==> src/rtl/core/ibb_pkg.sv <==
`default_nettype none

package ibb_pkg;

    localparam int HEADER_BYTES        = 54;
    localparam int OFFSET_W            = 22;
    localparam int COLOR_W             = 8;
    localparam int COMP_W              = 6;
    localparam int DATA_W              = 8;
    localparam int CFG_DATA_W          = 11;
    localparam int CFG_IDX_W           = 4;
    localparam int DEF_PALETTE_ENTRIES = 256;
    localparam int DEF_MAX_DIMENSION   = 1024;
    localparam int DEF_IMAGE_WIDTH     = 640;
    localparam int DEF_IMAGE_HEIGHT    = 480;

    localparam int Q_DEPTH = 4;
    localparam int Q_PTR_W = $clog2(Q_DEPTH);
    localparam int Q_CNT_W = $clog2(Q_DEPTH + 1);

    typedef logic [CFG_IDX_W-1:0] t_cfg_idx;

    localparam t_cfg_idx CFG_IMAGE_WIDTH  = t_cfg_idx'(0);
    localparam t_cfg_idx CFG_IMAGE_HEIGHT = t_cfg_idx'(1);

    typedef enum logic {
        PH_PALETTE,
        PH_PIXEL
    } t_phase;

    typedef enum logic [1:0] {
        PC_RED,
        PC_GREEN,
        PC_BLUE
    } t_pal_comp;

    typedef struct packed {
        logic [OFFSET_W-1:0] bmp_offset;
        logic [COLOR_W-1:0]  blue;
        logic [COLOR_W-1:0]  green;
        logic [COLOR_W-1:0]  red;
        logic                last_pixel;
    } t_pix_item;

    // A dimension of zero counts as one; anything above the maximum is held at it.
    function automatic int unsigned clamp_dim(input int unsigned v, input int unsigned max_dim);
        int unsigned r;
        if (v == 0) begin
            r = 1;
        end else if (v > max_dim) begin
            r = max_dim;
        end else begin
            r = v;
        end
        return r;
    endfunction

endpackage

`default_nettype wire

==> src/rtl/core/ibb_back.sv <==
`default_nettype none

module ibb_back (
    input  wire logic                        i_clk,
    input  wire logic                        i_rst_n,
    input  wire logic                        i_push,
    input  wire ibb_pkg::t_pix_item          i_item,
    output logic [ibb_pkg::Q_CNT_W-1:0]      o_count,
    output logic                             o_valid,
    input  wire logic                        i_stall,
    output ibb_pkg::t_pix_item               o_item
);

    import ibb_pkg::*;

    t_pix_item            r_q [Q_DEPTH];
    logic [Q_PTR_W-1:0]   r_wr_ptr;
    logic [Q_PTR_W-1:0]   r_rd_ptr;
    logic [Q_CNT_W-1:0]   r_count;
    logic                 r_out_valid;
    t_pix_item            r_out;
    logic                 pop;

    // Move the queue head into the output register whenever that register is
    // free or its contents are being transferred out this cycle.
    assign pop = (r_count != '0) && (!r_out_valid || !i_stall);

    always_ff @(posedge i_clk) begin
        if (i_push) begin
            r_q[r_wr_ptr] <= i_item;
        end
        if (pop) begin
            r_out <= r_q[r_rd_ptr];
        end
    end

    always_ff @(posedge i_clk) begin
        if (!i_rst_n) begin
            r_wr_ptr    <= '0;
            r_rd_ptr    <= '0;
            r_count     <= '0;
            r_out_valid <= 1'b0;
        end else begin
            if (i_push) begin
                r_wr_ptr <= r_wr_ptr + Q_PTR_W'(1);
            end
            if (pop) begin
                r_rd_ptr <= r_rd_ptr + Q_PTR_W'(1);
            end
            r_count <= r_count + Q_CNT_W'(i_push) - Q_CNT_W'(pop);
            if (pop) begin
                r_out_valid <= 1'b1;
            end else if (!i_stall) begin
                r_out_valid <= 1'b0;
            end
        end
    end

    assign o_count = r_count;
    assign o_valid = r_out_valid;
    assign o_item  = r_out;

    a_no_push_when_full: assert property (@(posedge i_clk) disable iff (!i_rst_n)
        (r_count == Q_CNT_W'(Q_DEPTH)) |-> !i_push)
        else $error("push into a full queue");

    a_count_bound: assert property (@(posedge i_clk) disable iff (!i_rst_n)
        r_count <= Q_CNT_W'(Q_DEPTH))
        else $error("queue count beyond depth");

    a_no_phantom_output: assert property (@(posedge i_clk) disable iff (!i_rst_n)
        (!r_out_valid && (r_count == '0)) |=> !r_out_valid)
        else $error("output became valid with nothing queued");

    a_stalled_output_kept: assert property (@(posedge i_clk) disable iff (!i_rst_n)
        (r_out_valid && i_stall) |=> (r_out_valid && (r_count == $past(r_count)
            + Q_CNT_W'($past(i_push)))))
        else $error("stalled output lost or queue drained under stall");

endmodule

`default_nettype wire

==> config.mk <==
export PLATFORM = sky130hd
export DESIGN_NAME = ibb_back
export DESIGN_NICKNAME = d
export VERILOG_FILES = /design/src/rtl/core/ibb_pkg.sv /design/src/rtl/core/ibb_back.sv
export SDC_FILE = /design/constraint.sdc
export NUM_CORES = 1
export LEC_CHECK = 0
export BUFFER_PORTS_ARGS = -buffer_cell sky130_fd_sc_hd__buf_4
export CAP_MARGIN = 20
export CORE_MARGIN = 3
export CORE_UTILIZATION = 50
export CTS_CLUSTER_SIZE = 14
export DETAILED_ROUTE_END_ITERATION = 7
export PLACE_DENSITY = 0.76
export SYNTH_ARGS = -nofsm -noshare
export SYNTH_HDL_FRONTEND = slang
export SYNTH_SLANG_ARGS = --single-unit
==> constraint.sdc <==
create_clock -name i_clk -period 4.78 [get_ports i_clk]
set_clock_uncertainty 0.1 [all_clocks]
set_input_delay 0.717 -clock i_clk [delete_from_list [all_inputs] [get_ports i_clk]]
set_output_delay 0.717 -clock i_clk [all_outputs]
set_load 0.005 [all_outputs]
==> impl_metrics.toml <==
[setup_path]
worstSetupPathType = "flip-flop to flip-flop"
r2r-end = "o_count[2]"
cp_data_required_time_ns = 5.08
cp-end-kind = "flip-flop"
max_stage_delay_ns = 0.46
cp.arrival_ns = 2.71
cp_cell_sequence = "nor3_1 -> a21oi_4 -> ha_1 -> inv_1 -> ha_1 -> inv_1 -> fa_1 -> xnor2_1 -> xnor2_1 -> and2_1"
worstPathMaxFanout = 4
reg2reg_slack_ns = 2.37
slowest_stage = "nor3_1"
reg2reg_depth = 10
worstReg2RegStart = "o_count[1]"
start_kind = "flip-flop"

[logic_synthesis]
synth-seq-cells = 243
synth.area.top_cells = "edfxtp_1 81%, mux4_2 12%, dfxtp_1 1.8%"
synthesis.area_mm2 = 0.00869
synth_nets = 395
yosys.area.top_type = "edfxtp_1"
synth_top_area_share = 0.812
ys_warn_count = 0
syn_area_per_cell_um2 = 25.8
netlist_instances = 337
yosysUniqueCellTypes = 22
synth_seq_area_share = 0.831

[min_path]
worstHoldPathCells = 1
worstHoldPathType = "primary input to flip-flop"
whs_endpoint = "r_q[3][26]"
hp-start = "i_item[26]"

[timing]
hold_viol = 0
tightest_slew_ns = 0.742
max_freq_mhz = 415
rsz0062_at_grt = "no"
fin_crit_sh = 0.504
setup_viol = 0
fin_tns_setup_ns = 0
max_slew_margin = 0.506
final_max_slew_viol_count = 0
fin_crit_ns = 2.41

[clock_network]
clk_path_buf_depth = 3
clock-sinks = 243
h-tree-depth = 1
tritoncts = "done"
cts_root_buf = "clkbuf_16"
clk_latency_ns = 0.51
cts_resized = 0
cts-buffers-inserted = 25
post_cts.repair.setup_buffers = 0
clk_pin_slew_ns = 0.06
ctsHoldBuffers = 0

[routing]
detail_route.wl_per_cell_um = 20.7
drt_iter0_drc = 226
viasPerCell = 5.32
dr_wl_met3_um = 1080
final_antenna_net_count = 0
met2WireLength_um = 7480
drc = 0
vias = 3726
routed_wl_um = 14500
highest_layer = "met4"
wl_met1_um = 5700
firstDrtPassIters = 4

[global_route]
overflow = 0
grt_pass1_vias = 4135
grt_usage = 0.157
grt_max_degree = 51
grt_pass1_wl_um = 22400
antenna_found_initial = 0

[pwr]
combPwrFrac = 0.195
p_switching_mw = 1.46
p_leak_nw = 3.60
powerDensity_mw_per_mm2 = 583
p_clk_frac = 0.323
sw_frac_of_total = 0.237
seqPwrFrac = 0.482
vdd_drop_max_mv = 0.553
p_int_mw = 4.69

[flow_run]
drv_cap = 0

[outcome]
status = "completed"

[floorplanning]
initial_utilization = 0.516
core_mm2 = 0.0168
die_h_um = 138
die_area_mm2 = 0.0190
die_x_um = 138
row_count = 47
io_pins = 102

[finish]
fillerInstances = 1168
diodes = 0
multiInputGateArea_mm2 = 0.00133
final_net_count = 519
utilization = 0.627
drive_above_1_share = 0.423
seq_area_mm2 = 0.00722
syn_to_final_growth_pct = 21.3

[placed_design]
gp_congestion = 0.682
io_buffers = 101
dp_hpwl_um = 8260
Yosys cell counts:
master / n
nand2b_1: 2
inv_1: 5
dfxtp_1: 8
ha_1: 6
mux4_2: 47
buf_2: 4
buf_8: 1
nor3_1: 1
and2_1: 7
buf_4: 1
a21boi_0: 1
edfxtp_1: 235
buf_12: 4
xor2_1: 1
buf_6: 1
a21oi_1: 1
nor2b_1: 2
and3b_1: 1
fa_1: 1
nand2_1: 3
mux2i_1: 3
xnor2_1: 2
flip-flops by register name (all words and copies together), names as in the netlist:
signal	flops
o_valid	1
r_rd_ptr	2
r_wr_ptr	2
r_q	188
o_count	3
o_item	47
per-layer routing:
metal	GRT usage	vias up
met5	0	-
met4	0.0445	0
met3	0.0424	20
met2	0.269	104
met1	0.200	1938
li1	-	1664
area by class of cell:
type | count | area share
multi-input cells | 78 | 0.126
clock inverters | 20 | 0.0220
well taps | 220 | 0.0261
inverters | 5 | 0.00178
clock buffers | 26 | 0.0597
repair buffers | 108 | 0.0788
flip-flops and latches | 243 | 0.685
stage by stage:
| step | power [mW] | instance area [µm²] | hold slack, ns | cells | worst slack [ns] |
|---|---|---|---|---|---|
| global placement | 4.18 | 9650 | 0.434 | 653 | 2.35 |
| floorplan | 3.70 | 8690 | 0.396 | 337 | 1.05 |
| finish | 6.15 | 10500 | 0.303 | 700 | 2.37 |
| global route | 6.44 | 10500 | 0.282 | 700 | 2.19 |
| detailed placement | 4.22 | 9650 | 0.439 | 653 | 2.27 |
| CTS | 6.21 | 10500 | 0.279 | 699 | 2.36 |
layout by cell type, fill, tap and decap left out:
master      netlist  layout
nor2b_1           2       2
nand2b_1          2       2
clkbuf_16         0      25
buf_4             1     107
mux4_2           47      47
and2_1            7       3
clkbuf_1          0       1
and3b_1           1       1
clkinvlp_4        0       3
dfxtp_1           8       6
inv_1             5       5
dfxtp_2           0       1
a21boi_0          1       1
mux2i_1           3       3
bufinv_16         0       5
fa_1              1       1
ha_1              6       6
nor3_1            1       1
xnor2_1           2       2
a21oi_4           0       1
edfxtp_1        235     235
nand2_1           3       3
clkinv_1          0       4
and2_2            0       4
dfxtp_4           0       1
xor2_1            1       1
buf_16            0       1
clkinv_2          0       7
inv_6             0       1
critical path: cells and delay by family, from the launching register on:
kind / cells / cell delay [ns]
buffers and inverters: 2 / 0.10
AOI/OAI and AO/OA: 1 / 0.06
and+or+nand+nor: 2 / 0.61
DFF: 1 / 0.36
adders and majority gates: 3 / 0.81
xor gates and xnor gates: 2 / 0.27
how the worst max path moves through the flow:
stage	start	endpoint	slack [ns]	depth (start not counted)
floorplan	i_stall	o_count[2]	1.05	9
finish	o_count[1]	o_count[2]	2.37	10
detailed placement	i_stall	o_count[2]	2.27	10
CTS	o_count[1]	o_count[2]	2.36	10
global placement	i_stall	o_count[2]	2.35	10
global route	o_count[1]	o_count[2]	2.19	10
logic make-up after synthesis:
family | count (synthesis) | share of synthesized area
AOI/OAI and AO/OA | 2 | 0.00144
xor gates and xnor gates | 3 | 0.00303
adders and majority gates | 7 | 0.0109
buffers and inverters | 16 | 0.0176
DFF | 243 | 0.831
muxes | 50 | 0.125
and+or+nand+nor | 16 | 0.0108
power groups by stage:
stage	sequential, mW	combinational, mW	clock (mW)
floorplan	2.94	0.755	0
global placement	3.08	1.10	0
detailed placement	3.09	1.13	0
CTS	3.05	1.14	2.03
global route	3.01	1.31	2.12
finish	2.97	1.20	1.98
Note: power is estimated with default switching activity, not from simulation.
